`src/sv/sfd_pkg.sv`:
```
`default_nettype none
// ---------------------------------------------------------------------------
// sfd_pkg
// Types and constants shared by the serial frame deframer modules.
// ---------------------------------------------------------------------------
package sfd_pkg;

  localparam int unsigned ByteW = 8;
  localparam int unsigned KindW = 2;
  localparam int unsigned CfgIdxW = 1;

  localparam logic [ByteW-1:0] StartMarkerRst = 8'd170;
  localparam logic [ByteW-1:0] EndMarkerRst = 8'd85;
  localparam logic [ByteW-1:0] NoPayloadLen = 8'd2;
  localparam logic [ByteW-1:0] StrayBytes = 8'd1;

  typedef enum logic [CfgIdxW-1:0] {
    CFG_START_MARKER = 1'b0,
    CFG_END_MARKER   = 1'b1
  } cfg_idx_e;

  typedef enum logic [KindW-1:0] {
    KIND_DATA    = 2'd0,
    KIND_GOOD    = 2'd1,
    KIND_BAD_CHK = 2'd2,
    KIND_BAD_END = 2'd3
  } kind_e;

  typedef enum logic [2:0] {
    PH_WAIT = 3'd0,
    PH_LEN  = 3'd1,
    PH_SEQ  = 3'd2,
    PH_RESP = 3'd3,
    PH_DATA = 3'd4,
    PH_CHK  = 3'd5,
    PH_END  = 3'd6
  } phase_e;

  typedef struct packed {
    logic [ByteW-1:0] start_marker;
    logic [ByteW-1:0] end_marker;
  } cfg_t;

  typedef struct packed {
    kind_e            result_kind;
    logic [ByteW-1:0] data_byte;
    logic [ByteW-1:0] sequence_res;
    logic [ByteW-1:0] response_code;
    logic [ByteW-1:0] data_length;
  } result_t;

endpackage
`default_nettype wire

```
`src/sv/sfd_if.sv`:
```
`default_nettype none
// ---------------------------------------------------------------------------
// sfd_rx_if / sfd_res_if
// Valid/ready channels for received bytes and for deframer results.
// ---------------------------------------------------------------------------
interface sfd_rx_if;
  logic       valid;
  logic       ready;
  logic [7:0] rx_byte;

  modport source (output valid, output rx_byte, input ready);
  modport sink (input valid, input rx_byte, output ready);
endinterface

interface sfd_res_if;
  logic       valid;
  logic       ready;
  logic [1:0] result_kind;
  logic [7:0] data_byte;
  logic [7:0] sequence_res;
  logic [7:0] response_code;
  logic [7:0] data_length;

  modport source (
    output valid, output result_kind, output data_byte, output sequence_res,
    output response_code, output data_length, input ready
  );
  modport sink (
    input valid, input result_kind, input data_byte, input sequence_res,
    input response_code, input data_length, output ready
  );
endinterface
`default_nettype wire

```
`src/sv/sfd_cfg_regs.sv`:
```
`default_nettype none
// ---------------------------------------------------------------------------
// sfd_cfg_regs
// Start and end marker registers behind the plain write port.
// ---------------------------------------------------------------------------
module sfd_cfg_regs
  import sfd_pkg::*;
(
  input  wire logic               clk_i,
  input  wire logic               rst_ni,
  input  wire logic               cfg_we_i,
  input  wire logic [CfgIdxW-1:0] cfg_idx_i,
  input  wire logic [ByteW-1:0]   cfg_data_i,
  output cfg_t                    cfg_o
);

  cfg_t cfg_q, cfg_d;

  always_comb begin
    cfg_d = cfg_q;
    if (cfg_we_i) begin
      unique case (cfg_idx_e'(cfg_idx_i))
        CFG_START_MARKER: cfg_d.start_marker = cfg_data_i;
        CFG_END_MARKER:   cfg_d.end_marker = cfg_data_i;
        default:          cfg_d = cfg_q;
      endcase
    end
  end

  always_ff @(posedge clk_i or negedge rst_ni) begin
    if (!rst_ni) begin
      cfg_q.start_marker <= StartMarkerRst;
      cfg_q.end_marker <= EndMarkerRst;
    end else begin
      cfg_q <= cfg_d;
    end
  end

  assign cfg_o = cfg_q;

endmodule
`default_nettype wire

```
`src/sv/sfd_in_reg.sv`:
```
`default_nettype none
// ---------------------------------------------------------------------------
// sfd_in_reg
// Input register for received bytes; refills in the cycle it drains.
// ---------------------------------------------------------------------------
module sfd_in_reg
  import sfd_pkg::*;
(
  input  wire logic             clk_i,
  input  wire logic             rst_ni,
  sfd_rx_if.sink                rx,
  input  wire logic             take_i,
  output logic                  valid_o,
  output logic [ByteW-1:0]      byte_o
);

  logic             valid_q, valid_d;
  logic [ByteW-1:0] byte_q;
  logic             load;

  assign rx.ready = !valid_q || take_i;
  assign load = rx.valid && rx.ready;
  assign valid_d = load || (valid_q && !take_i);

  always_ff @(posedge clk_i or negedge rst_ni) begin
    if (!rst_ni) begin
      valid_q <= 1'b0;
    end else begin
      valid_q <= valid_d;
    end
  end

  always_ff @(posedge clk_i) begin
    if (load) begin
      byte_q <= rx.rx_byte;
    end
  end

  assign valid_o = valid_q;
  assign byte_o = byte_q;

endmodule
`default_nettype wire

```
`src/sv/sfd_parser.sv`:
```
`default_nettype none
// ---------------------------------------------------------------------------
// sfd_parser
// Frame state machine: checksum, length and held header bytes, and the
// results it emits for payload data bytes and at each frame's close.
// ---------------------------------------------------------------------------
module sfd_parser
  import sfd_pkg::*;
(
  input  wire logic             clk_i,
  input  wire logic             rst_ni,
  input  cfg_t                  cfg_i,
  input  wire logic             step_i,
  input  wire logic [ByteW-1:0] byte_i,
  output logic                  emit_o,
  output result_t               result_o
);

  phase_e           phase_q, phase_d;
  logic [ByteW-1:0] chk_q, chk_d;
  logic [ByteW-1:0] len_q, len_d;
  logic [ByteW-1:0] taken_q, taken_d;
  logic [ByteW-1:0] seq_q, seq_d;
  logic [ByteW-1:0] resp_q, resp_d;
  logic [ByteW-1:0] payload_cnt;
  logic [ByteW-1:0] to_take;
  logic [ByteW-1:0] taken_inc;
  logic             emit;
  kind_e            kind;
  logic [ByteW-1:0] data;

  assign payload_cnt = (len_q > NoPayloadLen) ? (len_q - NoPayloadLen) : '0;
  assign to_take = (len_q < NoPayloadLen) ? StrayBytes : payload_cnt;
  assign taken_inc = taken_q + 8'd1;

  always_comb begin
    phase_d = phase_q;
    chk_d = chk_q;
    len_d = len_q;
    taken_d = taken_q;
    seq_d = seq_q;
    resp_d = resp_q;
    emit = 1'b0;
    kind = KIND_DATA;
    data = '0;
    unique case (phase_q)
      PH_LEN: begin
        len_d = byte_i;
        chk_d = byte_i;
        taken_d = '0;
        phase_d = PH_SEQ;
      end
      PH_SEQ: begin
        seq_d = byte_i;
        chk_d = chk_q ^ byte_i;
        phase_d = PH_RESP;
      end
      PH_RESP: begin
        resp_d = byte_i;
        chk_d = chk_q ^ byte_i;
        phase_d = (len_q == NoPayloadLen) ? PH_CHK : PH_DATA;
      end
      PH_DATA: begin
        chk_d = chk_q ^ byte_i;
        taken_d = taken_inc;
        if (taken_inc >= to_take) begin
          phase_d = PH_CHK;
        end
        if (len_q >= NoPayloadLen) begin
          emit = 1'b1;
          kind = KIND_DATA;
          data = byte_i;
        end
      end
      PH_CHK: begin
        if (byte_i == chk_q) begin
          phase_d = PH_END;
        end else begin
          phase_d = PH_WAIT;
          emit = 1'b1;
          kind = KIND_BAD_CHK;
        end
      end
      PH_END: begin
        phase_d = PH_WAIT;
        emit = 1'b1;
        kind = (byte_i == cfg_i.end_marker) ? KIND_GOOD : KIND_BAD_END;
      end
      default: begin
        if (byte_i == cfg_i.start_marker) begin
          taken_d = '0;
          seq_d = '0;
          phase_d = PH_LEN;
        end else begin
          phase_d = PH_WAIT;
        end
      end
    endcase
  end

  always_ff @(posedge clk_i or negedge rst_ni) begin
    if (!rst_ni) begin
      phase_q <= PH_WAIT;
      chk_q <= '0;
      len_q <= '0;
      taken_q <= '0;
      seq_q <= '0;
      resp_q <= '0;
    end else if (step_i) begin
      phase_q <= phase_d;
      chk_q <= chk_d;
      len_q <= len_d;
      taken_q <= taken_d;
      seq_q <= seq_d;
      resp_q <= resp_d;
    end
  end

  assign emit_o = step_i && emit;
  assign result_o.result_kind = kind;
  assign result_o.data_byte = data;
  assign result_o.sequence_res = seq_q;
  assign result_o.response_code = resp_q;
  assign result_o.data_length = payload_cnt;

endmodule
`default_nettype wire

```
`src/sv/sfd_out_reg.sv`:
```
`default_nettype none
// ---------------------------------------------------------------------------
// sfd_out_reg
// Result register driving the result channel.
// ---------------------------------------------------------------------------
module sfd_out_reg
  import sfd_pkg::*;
(
  input  wire logic clk_i,
  input  wire logic rst_ni,
  input  wire logic load_i,
  input  result_t   result_i,
  output logic      free_o,
  sfd_res_if.source res
);

  logic    valid_q, valid_d;
  result_t res_q;

  assign free_o = !valid_q || res.ready;
  assign valid_d = load_i || (valid_q && !res.ready);

  always_ff @(posedge clk_i or negedge rst_ni) begin
    if (!rst_ni) begin
      valid_q <= 1'b0;
    end else begin
      valid_q <= valid_d;
    end
  end

  always_ff @(posedge clk_i) begin
    if (load_i) begin
      res_q <= result_i;
    end
  end

  assign res.valid = valid_q;
  assign res.result_kind = res_q.result_kind;
  assign res.data_byte = res_q.data_byte;
  assign res.sequence_res = res_q.sequence_res;
  assign res.response_code = res_q.response_code;
  assign res.data_length = res_q.data_length;

endmodule
`default_nettype wire

```
`src/sv/serial_frame_deframer.sv`:
```
`default_nettype none
// ---------------------------------------------------------------------------
// serial_frame_deframer
// Parses start/length/sequence/response/data/XOR checksum/end frames from a
// byte stream, passing data bytes through and closing each frame with a
// status beat.
// ---------------------------------------------------------------------------
//  channel  dir  beat contents
//  rx_i     in   rx_byte
//  res_o    out  result_kind, data_byte, sequence_res, response_code,
//                data_length
//  cfg      in   cfg_we_i, cfg_idx_i, cfg_data_i (write only)
//
// One byte per cycle sustained while results drain; a byte sits in the input
// register, and its result, if any, enters the result register when taken.
// The parser state advances when the input register's byte moves on, which
// needs the result register free or being drained.
// Reset restores the marker defaults and puts the parser in start hunting.
// A stalled result channel holds both registers; input flow resumes at once.
// ---------------------------------------------------------------------------
module serial_frame_deframer
  import sfd_pkg::*;
(
  input  wire logic               clk_i,
  input  wire logic               rst_ni,
  sfd_rx_if.sink                  rx_i,
  sfd_res_if.source               res_o,
  input  wire logic               cfg_we_i,
  input  wire logic [CfgIdxW-1:0] cfg_idx_i,
  input  wire logic [ByteW-1:0]   cfg_data_i
);

  cfg_t             cfg;
  logic             in_valid;
  logic [ByteW-1:0] in_byte;
  logic             out_free;
  logic             step;
  logic             emit;
  result_t          result;

  assign step = in_valid && out_free;

  sfd_cfg_regs u_cfg (
    .clk_i      (clk_i),
    .rst_ni     (rst_ni),
    .cfg_we_i   (cfg_we_i),
    .cfg_idx_i  (cfg_idx_i),
    .cfg_data_i (cfg_data_i),
    .cfg_o      (cfg)
  );

  sfd_in_reg u_in (
    .clk_i   (clk_i),
    .rst_ni  (rst_ni),
    .rx      (rx_i),
    .take_i  (step),
    .valid_o (in_valid),
    .byte_o  (in_byte)
  );

  sfd_parser u_parser (
    .clk_i    (clk_i),
    .rst_ni   (rst_ni),
    .cfg_i    (cfg),
    .step_i   (step),
    .byte_i   (in_byte),
    .emit_o   (emit),
    .result_o (result)
  );

  sfd_out_reg u_out (
    .clk_i    (clk_i),
    .rst_ni   (rst_ni),
    .load_i   (emit),
    .result_i (result),
    .free_o   (out_free),
    .res      (res_o)
  );

endmodule
`default_nettype wire

```
`src/flat_wrapper.sv`:
```
// flat-port wrapper written by rule: the top's interface ports become plain ports
module serial_frame_deframer_flat import sfd_pkg::*;
  (clk_i, rst_ni, cfg_we_i, cfg_idx_i, cfg_data_i, rx_i_valid, rx_i_rx_byte, rx_i_ready, res_o_valid, res_o_result_kind, res_o_data_byte, res_o_sequence_res, res_o_response_code, res_o_data_length, res_o_ready);
  sfd_rx_if rx_i_i ();
  sfd_res_if res_o_i ();
  input  wire logic clk_i;
  input  wire logic rst_ni;
  input  wire logic cfg_we_i;
  input  wire logic [CfgIdxW-1:0] cfg_idx_i;
  input  wire logic [ByteW-1:0] cfg_data_i;
  input wire logic [$bits(rx_i_i.valid)-1:0] rx_i_valid;
  input wire logic [$bits(rx_i_i.rx_byte)-1:0] rx_i_rx_byte;
  output wire logic [$bits(rx_i_i.ready)-1:0] rx_i_ready;
  output wire logic [$bits(res_o_i.valid)-1:0] res_o_valid;
  output wire logic [$bits(res_o_i.result_kind)-1:0] res_o_result_kind;
  output wire logic [$bits(res_o_i.data_byte)-1:0] res_o_data_byte;
  output wire logic [$bits(res_o_i.sequence_res)-1:0] res_o_sequence_res;
  output wire logic [$bits(res_o_i.response_code)-1:0] res_o_response_code;
  output wire logic [$bits(res_o_i.data_length)-1:0] res_o_data_length;
  input wire logic [$bits(res_o_i.ready)-1:0] res_o_ready;
  assign rx_i_i.valid = rx_i_valid;
  assign rx_i_i.rx_byte = rx_i_rx_byte;
  assign rx_i_ready = rx_i_i.ready;
  assign res_o_valid = res_o_i.valid;
  assign res_o_result_kind = res_o_i.result_kind;
  assign res_o_data_byte = res_o_i.data_byte;
  assign res_o_sequence_res = res_o_i.sequence_res;
  assign res_o_response_code = res_o_i.response_code;
  assign res_o_data_length = res_o_i.data_length;
  assign res_o_i.ready = res_o_ready;
  serial_frame_deframer u_core (.clk_i(clk_i), .rst_ni(rst_ni), .rx_i(rx_i_i), .res_o(res_o_i), .cfg_we_i(cfg_we_i), .cfg_idx_i(cfg_idx_i), .cfg_data_i(cfg_data_i));
endmodule
```
`config.mk`:
```
export PLATFORM = sky130hd
export DESIGN_NAME = serial_frame_deframer_flat
export DESIGN_NICKNAME = d
export VERILOG_FILES = /design/src/sv/sfd_pkg.sv /design/src/sv/sfd_if.sv /design/src/sv/sfd_cfg_regs.sv /design/src/sv/sfd_in_reg.sv /design/src/sv/sfd_parser.sv /design/src/sv/sfd_out_reg.sv /design/src/sv/serial_frame_deframer.sv /design/src/flat_wrapper.sv
export SDC_FILE = /design/constraint.sdc
export NUM_CORES = 1
export LEC_CHECK = 0
export BUFFER_PORTS_ARGS = -buffer_cell sky130_fd_sc_hd__clkbuf_2
export CAP_MARGIN = 30
export CORE_UTILIZATION = 40
export CTS_CLUSTER_SIZE = 8
export DETAILED_ROUTE_END_ITERATION = 10
export GPL_ROUTABILITY_DRIVEN = 1
export PLACE_DENSITY = 0.6
export SYNTH_ARGS = -nofsm -noshare
export SYNTH_HDL_FRONTEND = slang
export SYNTH_HIERARCHICAL = 1
export SYNTH_SLANG_ARGS = --single-unit
```
`constraint.sdc`:
```
create_clock -name clk_i -period 5.5 [get_ports clk_i]
set_clock_uncertainty 0.2 [all_clocks]
set_input_delay 0.55 -clock clk_i [delete_from_list [all_inputs] [get_ports clk_i]]
set_output_delay 0.55 -clock clk_i [all_outputs]
set_load 0.01 [all_outputs]
```
### Word-level counts from Yosys, hierarchy flattened

Cells that the tools add are included.

* muxes and demuxes: 17
* $add $sub $neg: 2
* magnitude comparators: 4
* reductions and logical operators: 28
* bitwise gates (word level): 4
* equality and inequality tests: 11

Operators with widths (count)
* case mux 8 bit (2 select lines): 2
* == test 8 bit: 3
* two-way mux 8 bit: 3
* case mux 8 bit (3 select lines): 1
* case mux 3 bit (6 select lines): 1
* AND reduction 2 bit: 7
* == test 3 bit (second input constant): 3
* adder 8 x 1 -> 8 bit (second input constant): 1
* == test 8 x 2 -> 1 bit (second input constant): 1
* greater-or-equal comparator 8 x 2 -> 1 bit (second input constant): 1
* greater-or-equal comparator 8 bit: 1
* greater-than comparator 8 x 2 -> 1 bit (second input constant): 1
* less-than comparator 8 x 2 -> 1 bit (second input constant): 1
* subtractor 8 x 2 -> 8 bit (second input constant): 1
* bitwise XOR 8 bit: 1
* == test 3 x 2 -> 1 bit (second input constant): 2
* two-way mux 3 bit: 2
* AND reduction 3 bit: 2
* logical AND 1 bit: 5
* OR reduction 5 bit: 1
* logical NOT 1 bit: 4
* logical OR 1 bit: 4
* two-way mux 1 bit: 4
* two-way mux 2 bit: 2
* 9 further kinds: 12

* register bits: 103
* bits of input ports: 22
* logic and storage cells: 82
* output and inout port bits: 36

### Longest topological paths before layout

Gate-level depths: netlist of the first run.

* word-level depth: 6
* mapped depth: 13
* depth with buffers taken out: 13

### Cells and area by module

Netlist of the first run, hierarchy kept.

By module, submodules not included
* sfd_parser: cells an instance 302, area each 2781.4 um2, times used 1
* sfd_out_reg: cells an instance 37, area each 1068.5 um2, times used 1
* sfd_cfg_regs: cells an instance 35, area each 651.9 um2, times used 1
* sfd_in_reg: cells an instance 12, area each 294.0 um2, times used 1
* serial_frame_deframer: cells an instance 1, area each 6.3 um2, times used 1

### Least setup slack after synthesis of the first run

OpenSTA, ideal clock, no wires.

* path kind: input -> register
* start point: in res_o_ready
* end point: reg u_core.u_out.valid_q, in the netlist u_core/u_out/res.valid
* data arrival time: 4.223 ns
* cell stages on the path: 6
* library setup time: 0.082 ns
* slack: 0.995 ns
* cell sequence: nand2b_4 -> and2_1 -> clkbuf_1 -> nand2_1 -> a221oi_1 -> nand2b_2

* word-level cells in the longest chain between the ends: 4

Ends and longest elaborated chain
* from (decl): RTL line flat_wrapper.sv:20 `input wire logic [$bits(res_o_i.ready)-1:0] res_o_ready;`
* logical OR 1 bit: RTL line sfd_out_reg.sv:20 `assign free_o = !valid_q || res.ready;`
* logical AND 1 bit: RTL line serial_frame_deframer.sv:41 `assign step = in_valid && out_free;`
* via u_core.step: RTL line serial_frame_deframer.sv:37 `logic step;`
* logical AND 1 bit: RTL line sfd_parser.sv:119 `assign emit_o = step_i && emit;`
* via u_core.emit: RTL line serial_frame_deframer.sv:38 `logic emit;`
* logical OR 1 bit: RTL line sfd_out_reg.sv:21 `assign valid_d = load_i || (valid_q && !res.ready);`
* via u_core.u_out.valid_d: RTL line sfd_out_reg.sv:17 `logic valid_q, valid_d;`
* to (signal assigned): RTL line sfd_out_reg.sv:27 `valid_q <= valid_d;`
* to (decl): RTL line sfd_out_reg.sv:17

The timed path passes the listed nets, and every way through them passes these cells.
A chain may end at the register's enable or synchronous reset.

==> flow_summary_export.csv, run 1 <==
group,metric,value,unit
run_status,outcome,"complete, but fails checks",
run_status,failed_checks,"design-rule violations",
worst_setup_path,r2r_slack,2160,ps
global_routing,met3_usage,2.40,%
route,post_drt_wl_per_cell,15.8,um
power,p_leak,2.35,nW
yosys,synthAdderAreaFrac,2.61,%
yosys,synth_compound_area_share,6.44,%
yosys,syn_inst,387,
sta,rsz0062_at_grt,"no",
placement,buffer_ports.inserted,57,
cts,tritoncts,"built",
cts,numClockSinks,103,
die,io_pins,58,
worst_setup_path,critPathMaxFanout,9,
worst_setup_path,path_cells,"or4_4, a2111oi_4, or2_1, ha_1, o21a_1, o2111ai_1, a2bb2oi_2, nor2_4, mux2_4",
placement,gp_congestion,0.775,
route,drt_iter0_markers,182,
sta,worst_pin_slew,812,ps
yosys,yosysUniqueCellTypes,54,
final_layout,drive_gt1_share,28.6,%
final_layout,fin_nets,471,
global_routing,track_usage,16.1,%
yosys,synth-seq-cells,103,
cts,cts_max_level,3,
yosys,synth_top_area_share,27.6,%
route,drc,7,
sta,finalSetupViolations,0,
yosys,avgSynthCellArea,12.4,um^2
die,rows,39,
yosys,ys_warn_count,6,
cts,clkTransAtPathRegs,70,ps
power,cellPowerDensity,513,nW/um^2
yosys,synth_common_cells,"nand2_1 (66), dfrtp_1 (53), edfxtp_1 (42), xnor2_1 (23), xor2_1 (20)",
die,die_area,12400,um^2
sta,maxSlewViolCount,0,
final_layout,post-route-util,47.7,%
die,fp.dieW,112,um
yosys,syn-num-nets,419,
yosys,synthSimpleGateAreaFrac,14.8,%
yosys,synth_top_family_by_area,"simple AND/OR/NAND/NOR gates",
cts,hold_buffers,0,
yosys,synthXorXnorAreaFrac,7.84,%
worst_setup_path,max_stage_delay,590,ps
yosys,yosys-top-cells-area,"dfrtp_1 (28%), edfxtp_1 (26%), nand2_1 (5.2%)",
min_path,hold_path.class,"primary input to asynchronous set/reset pin",
yosys,synth_ff_type,"dfrtp_1",
die,start_util,41.5,%
sta,layout_min_cycle_time,3340,ps
cts,post-cts-setup-buffers,0,
sta,final.period_utilization,60.7,%
global_routing,grt_use_met1,22.6,%
yosys,synth_top_area_cell,"dfrtp_1",
global_routing,grt_max_degree,62,
worst_setup_path,start_kind,"flip-flop",
route,final_antenna_net_count,0,
worst_setup_path,endpoint_kind,"flip-flop",
sta,hold_viol,0,
route,vias,2986,
final_layout,diodes,0,
global_routing,overflow,0,
power,vdd_ir_drop_max,0.180,mV
route,wl,9.25,mm
power,power,0.00283,W
route,avgViaCountPerCell,5.09,
route,drtPass1Iterations,8,
yosys,synth-edff-count,42,
sta,max_clock_freq,0.299,GHz
final_layout,areaGrowthSynthToFinish,14.9,%
sta,tns,0,ps
cts,cts_buffers,9,
cts,clock_latency,350,ps
yosys,syn_area,4800,um^2
flow_run,cap_viol_max_count,0,
worst_setup_path,worst_ep_required_time,5530,ps
worst_setup_path,crit_slowest_cell,"or4_4",
worst_setup_path,crit_type,"flip-flop to flip-flop",
global_routing,grt_busiest_layer,"met2",
global_routing,antenna_found_initial,0,
yosys,synthArstFlopShare,59.2,%
global_routing,grt_pass1_wl,15.4,mm
global_routing,grt_pass1_vias,2996,
worst_setup_path,worstPathArrival,3370,ps
global_routing,grt_use_met2,24.9,%
yosys,seq_area_frac_synth,58.3,%
cts,post_cts_resized,0,
yosys,synthMuxAreaShare,7.35,%
cts,cts_root_buf,"clkbuf_16",
placement,dpl.hpwl,6.33,mm
die,core,11600,um^2
die,dieHeight,112,um
yosys,synth.most_common_cell,"nand2_1",
cts,cts_buffer_depth,2,
sta,relSlewSlack,45.9,%
[cell type report]
class	instances	area, um^2
clock buffer	9	225
clock inverter	7	81.3
fill	1057	6050
inverter	11	41.3
multi-input combinational	255	1890
sequential	103	2800
tap	143	179
timing repair buffer	59	300
[power by group]
group	internal [W]	switching (W)
combinational	0.000438	0.000474
clock	0.000325	0.000310
sequential	0.00107	0.000210
total	0.00184	0.000994
[per-layer routing]
layer  vias to the layer above  share of wire, %
li1                       1441                 -
met1                      1465                49
met2                        67                46
met3                        13               3.2
met4                         0               1.8
met5                         -                 0
[placed cells by master, fill, tap and decap left out, types with 3 or more instances in the layout]
cell type	n
and3_1	4
clkbuf_2	57
dfstp_2	8
nand2b_1	4
dfrtp_1	53
mux2_4	16
nor2_1	13
clkbuf_16	9
nand3_1	5
or2_1	3
nand4_1	5
nor2b_1	5
ha_1	10
xnor2_1	23
mux2_2	10
inv_1	11
nand2_1	66
edfxtp_1	42
a22o_1	5
o21ai_0	14
nor4_1	3
and2_1	11
xor2_1	20
a21oi_1	5
[through the flow]
step / instances / hold WS, ps / setup WS (ps) / area, um^2
after floorplan: 387 / 54.4 / 995 / 4800
after global placement: 571 / 235 / 2230 / 5210
after detailed placement: 571 / 233 / 2160 / 5210
after CTS: 587 / 165 / 2150 / 5520
after global routing: 587 / 165 / 2000 / 5520
final: 587 / 160 / 2160 / 5520
[cell families after synthesis]
kind of cell    count (synthesis)
simple gates                  136
xor+xnor                       43
compound gates                 40
fa+ha+maj                      10
buf+inv                        29
flops                         103
mux                            26
[registers in the layout, indices dropped and copies added (netlist names)]
name	flops
u_core/u_parser/len_q	8
u_core/u_parser/phase_q	3
u_core/u_in/valid_o	1
u_core/u_parser/chk_q	8
u_core/u_parser/resp_q	8
u_core/u_out/res.sequence_res	8
u_core/u_parser/taken_q	8
u_core/u_out/res.result_kind	2
u_core/u_out/res.data_length	8
u_core/u_out/res.response_code	8
u_core/u_out/res.valid	1
u_core/u_in/byte_o	8
u_core/u_out/res.data_byte	8
u_core/u_cfg/cfg_o	16
u_core/u_parser/seq_q	8
[path summary, 6_finish.rpt]
path                       cells after the start                            startpoint                                         end
min                                            2                                rst_ni            u_core/u_out/res.valid$_DFF_PN0_
max in group asynchronous                      2                                rst_ni        u_core/u_parser/chk_q[3]$_DFFE_PN0P_
min reg2reg                                    0  u_core/u_parser/seq_q[7]$_DFFE_PN0P_  u_core/u_out/res.sequence_res[7]$_DFFE_PP_
min in group clk_i                             1                       rx_i_rx_byte[1]             u_core/u_in/byte_o[1]$_DFFE_PP_
max                                            9  u_core/u_parser/len_q[6]$_DFFE_PN0P_       u_core/u_parser/resp_q[7]$_DFFE_PN0P_
max reg2reg                                    9  u_core/u_parser/len_q[6]$_DFFE_PN0P_       u_core/u_parser/resp_q[7]$_DFFE_PN0P_
[critical path, delay by kind of cell, from the launching register on]
kind            cells  cell delay [ps]
fa+ha+maj           1              230
mux                 1              320
flops               1              420
simple gates        3              930
compound gates      4             1130
(Power assumes the default switching activity.)
==> inputs of run 2 (changes only) <==
--- a/config.mk
+++ b/config.mk
@@ -5,13 +5,14 @@
 export SDC_FILE = /design/constraint.sdc
 export NUM_CORES = 1
 export LEC_CHECK = 0
+export ABC_AREA = 1
 export BUFFER_PORTS_ARGS = -buffer_cell sky130_fd_sc_hd__clkbuf_2
 export CAP_MARGIN = 30
 export CORE_UTILIZATION = 40
 export CTS_CLUSTER_SIZE = 8
 export DETAILED_ROUTE_END_ITERATION = 10
 export GPL_ROUTABILITY_DRIVEN = 1
-export PLACE_DENSITY = 0.6
+export PLACE_DENSITY = 0.63
 export SYNTH_ARGS = -nofsm -noshare
 export SYNTH_HDL_FRONTEND = slang
 export SYNTH_HIERARCHICAL = 1
==> constraint.sdc (replaced) <==
create_clock -name clk_i -period 2.7 [get_ports clk_i]
set_clock_uncertainty 0.2 [all_clocks]
set_input_delay 0.27 -clock clk_i [delete_from_list [all_inputs] [get_ports clk_i]]
set_output_delay 0.27 -clock clk_i [all_outputs]
set_load 0.01 [all_outputs]
==> run 2 against run 1 <==
The run still ends with design-rule violations left. Clock power rose by 86%. Via count rose by 25%. First-iteration DRC count rose by 6.6%. Die area rose by 1.4%. Cell count rose by 32%. Sequential share of layout area fell by 2.6 points. Synthesized cell count rose by 41%. Register-to-register slack got worse by 2000 ps. Critical path depth rose by 8. Critical path type unchanged. Largest power group unchanged.
==> flow_summary_export.csv, run 2 <==
group,metric,value,unit
final_layout,final_cell_mix,"nand2_1 (201), clkbuf_2 (57), inv_1 (56), dfrtp_1 (53), edfxtp_1 (42)",
power,cellPowerDensity,947,nW/um^2
sta,layout_min_cycle_time,2530,ps
cts,cts_max_level,3,
global_routing,antenna_found_initial,0,
final_layout,layout_commonest_cell,"nand2_1",
route,final_antenna_net_count,0,
route,dr_wl_met2,4.99,mm
worst_setup_path,reg2regPathDepth,17,
power,power.switching,0.00203,W
power,seqPwrFrac,44.4,%
worst_setup_path,start_kind,"flip-flop",
route,drc,2,
yosys,syn_area,4870,um^2
die,fp.dieW,112,um
worst_setup_path,worst_ep_required_time,2790,ps
die,start_util,41.8,%
route,post_drt_wl_per_cell,13.5,um
cts,clkTransAtPathRegs,70,ps
route,wl,10.5,mm
yosys,synth_top_area_share,27.2,%
worst_setup_path,timing.rr.start,"u_core/u_parser/len_q[3]$_DFFE_PN0P_",
worst_setup_path,path_cells,"nor2_2, nand2_1, nor2_4, inv_1, nand2_1, inv_1, nand3_1, ha_1, nand2_1, inv_1, nand2_1, nand2_1, nor2_2, nand2_1, nand2_1, nand2_1, nand2_1",
sta,maxSlewViolCount,0,
sta,finalSetupViolations,0,
final_layout,largest_reg_flops,16,
route,drtPass1Iterations,7,
worst_setup_path,endpoint_kind,"flip-flop",
final_layout,diodes,0,
cts,cts_buffer_depth,2,
final_layout,fin_nets,661,
placement,dpl.hpwl,7.46,mm
placement,dpl-instance-area,5310,um^2
worst_setup_path,crit_start,"u_core/u_parser/len_q[3]$_DFFE_PN0P_",
min_path,hold_path.class,"primary input to flip-flop",
run_status,failed_checks,"design-rule violations",
die,io_pins,58,
final_layout,drive_gt1_share,18.5,%
die,rows,39,
yosys,synth.most_common_cell,"nand2_1",
power,vdd_ir_drop_max,0.315,mV
route,top_layer,"met4",
worst_setup_path,crit_slowest_cell,"dfrtp_1",
power,power,0.00550,W
global_routing,track_usage,17.9,%
worst_setup_path,r2r_end,"u_core/u_parser/phase_q[0]$_DFFE_PN0P_",
sta,max_clock_freq,0.395,GHz
final_layout,design_area,5810,um^2
worst_setup_path,crit_type,"flip-flop to flip-flop",
route,m1WireLength,4.98,mm
final_layout,areaGrowthSynthToFinish,19.3,%
worst_setup_path,endpoint,"u_core/u_parser/phase_q[0]$_DFFE_PN0P_",
yosys,seq_area_frac_synth,57.5,%
placement,gp_congestion,0.820,
cts,tritoncts,"built",
global_routing,grt_pass1_vias,3546,
placement,buffer_ports.inserted,57,
yosys,synth_common_cells,"nand2_1 (201), inv_1 (57), dfrtp_1 (53), edfxtp_1 (42), nor2_1 (41)",
power,p_comb_share,34.1,%
yosys,syn-num-nets,576,
cts,clock_latency,350,ps
route,vias,3719,
route,drt_iter0_markers,194,
yosys,yosysUniqueCellTypes,32,
worst_setup_path,max_stage_delay,450,ps
die,core,11700,um^2
power,pwr-share-clk,21.5,%
yosys,syn_inst,544,
sta,whs,117,ps
yosys,synth-edff-count,42,
cts,cts_root_buf,"clkbuf_16",
min_path,hold_depth,3,
power,intPower,0.00347,W
yosys,synthArstFlopShare,59.2,%
sta,hold_viol,0,
worst_setup_path,worstPathArrival,2620,ps
flow_run,cap_viol_max_count,0,
worst_setup_path,critPathMaxFanout,5,
die,dieHeight,112,um
worst_setup_path,cpMostUsedCell,"nand2_1",
yosys,ys_warn_count,6,
global_routing,overflow,0,
yosys,avgSynthCellArea,8.95,um^2
die,die_area,12600,um^2
global_routing,grt_pass1_wl,17.3,mm
yosys,synth-seq-cells,103,
route,avgViaCountPerCell,4.79,
route,route.met3.wl,344,um
sta,worst_pin_slew,783,ps
cts,cts_buffers,9,
cts,numClockSinks,103,
power,p_leak,2.92,nW
power,swShare,36.9,%
sta,relSlewSlack,47.8,%
global_routing,grt_max_degree,62,
yosys,yosys-top-cells-area,"dfrtp_1 (27%), edfxtp_1 (26%), nand2_1 (15%)",
yosys,synth_top_area_cell,"dfrtp_1",
run_status,outcome,"complete, but fails checks",
worst_setup_path,r2r_slack,170,ps
sta,final.period_utilization,93.7,%
yosys,synth_ff_type,"dfrtp_1",
run 2: cell count changes in the layout (fill, tap and decap cells not counted), sizes merged, moves of 11 or more:
cell,previous run,this run
nand3,5,37
nand2,67,208
xnor2,23,11
nor2,14,44
xor2,20,5
dlygate4sd3,0,19
mux2,26,0
and2,12,1
inv,15,63
run 2: layout make-up:
type,count,area (um^2)
Multi-Input combinational cell,368,1800
Inverter,64,249
Sequential cell,103,2800
Fill cell,1097,5850
Clock inverter,4,22.5
Clock buffer,12,236
Tap cell,143,179
Timing Repair Buffer,83,528
run 2: power by group through the flow:
stage | Sequential, W | Combinational (W) | Clock [W]
global placement | 0.00244 | 0.00170 | 0
global route | 0.00249 | 0.00215 | 0.00127
CTS | 0.00243 | 0.00180 | 0.00121
finish | 0.00244 | 0.00187 | 0.00118
floorplan | 0.00243 | 0.00127 | 0
detailed placement | 0.00246 | 0.00177 | 0
run 2: timing repair:
| action | CTS | global route |
|---|---|---|
| hold buffers | 19 | 0 |
| hold endpoints to repair | 79 | 0 |
| endpoints found under the setup margin | 0 | 3 |
| buffers inserted | 0 | 3 |
| resized for setup | 0 | 9 |
run 2: worst min-delay path by stage:
stage | from | end | slack [ps]
6_report | cfg_idx_i | u_core/u_cfg/cfg_o[6]$_DFFE_PN1P_ | 120
5_1_grt | cfg_idx_i | u_core/u_cfg/cfg_o[2]$_DFFE_PN1P_ | 150
4_1_cts | cfg_idx_i | u_core/u_cfg/cfg_o[2]$_DFFE_PN1P_ | 100
3_5_place_dp | u_core/u_parser/resp_q[5]$_DFFE_PN0P_ | u_core/u_out/res.response_code[5]$_DFFE_PP_ | 230
3_3_place_gp | u_core/u_parser/resp_q[7]$_DFFE_PN0P_ | u_core/u_out/res.response_code[7]$_DFFE_PP_ | 230
2_1_floorplan | rst_ni | u_core/u_cfg/cfg_o[10]$_DFFE_PN0P_ | -230
run 2: worst max-delay path: cells and delay by family (launching register included):
family,cells,cell delay [ps]
buffers and inverters,3,190
and+or+nand+nor,13,1380
DFF,1,450
adders and majority gates,1,250
run 2: kinds of logic (layout without fill, tap and decap cells):
family	after synthesis	count (layout)	share of synthesized area, %
xor+xnor	16	16	2.88
flops	103	103	57.5
simple gates	308	308	26.9
fa+ha+maj	10	10	2.57
buf+inv	73	163	6.40
compound gates	34	34	3.80
run 2: metal layers:
metal | track usage [%] | up-vias
met5 | 0 | -
met4 | 7.20 | 0
met3 | 4.10 | 9
met2 | 28.7 | 72
met1 | 23.5 | 1743
li1 | - | 1895
run 2: metrics by stage:
| step | cells | setup slack [ps] | TNS [ps] | utilization [%] |
|---|---|---|---|---|
| global placement | 739 | 275 | 0 | 45.6 |
| floorplan | 544 | 170 | 0 | - |
| finish | 777 | 170 | 0 | 49.8 |
| detailed placement | 739 | 140 | 0 | 45.6 |
| CTS | 774 | 130 | 0 | 49.4 |
| global route | 777 | -6.91 | -6.91 | 49.8 |
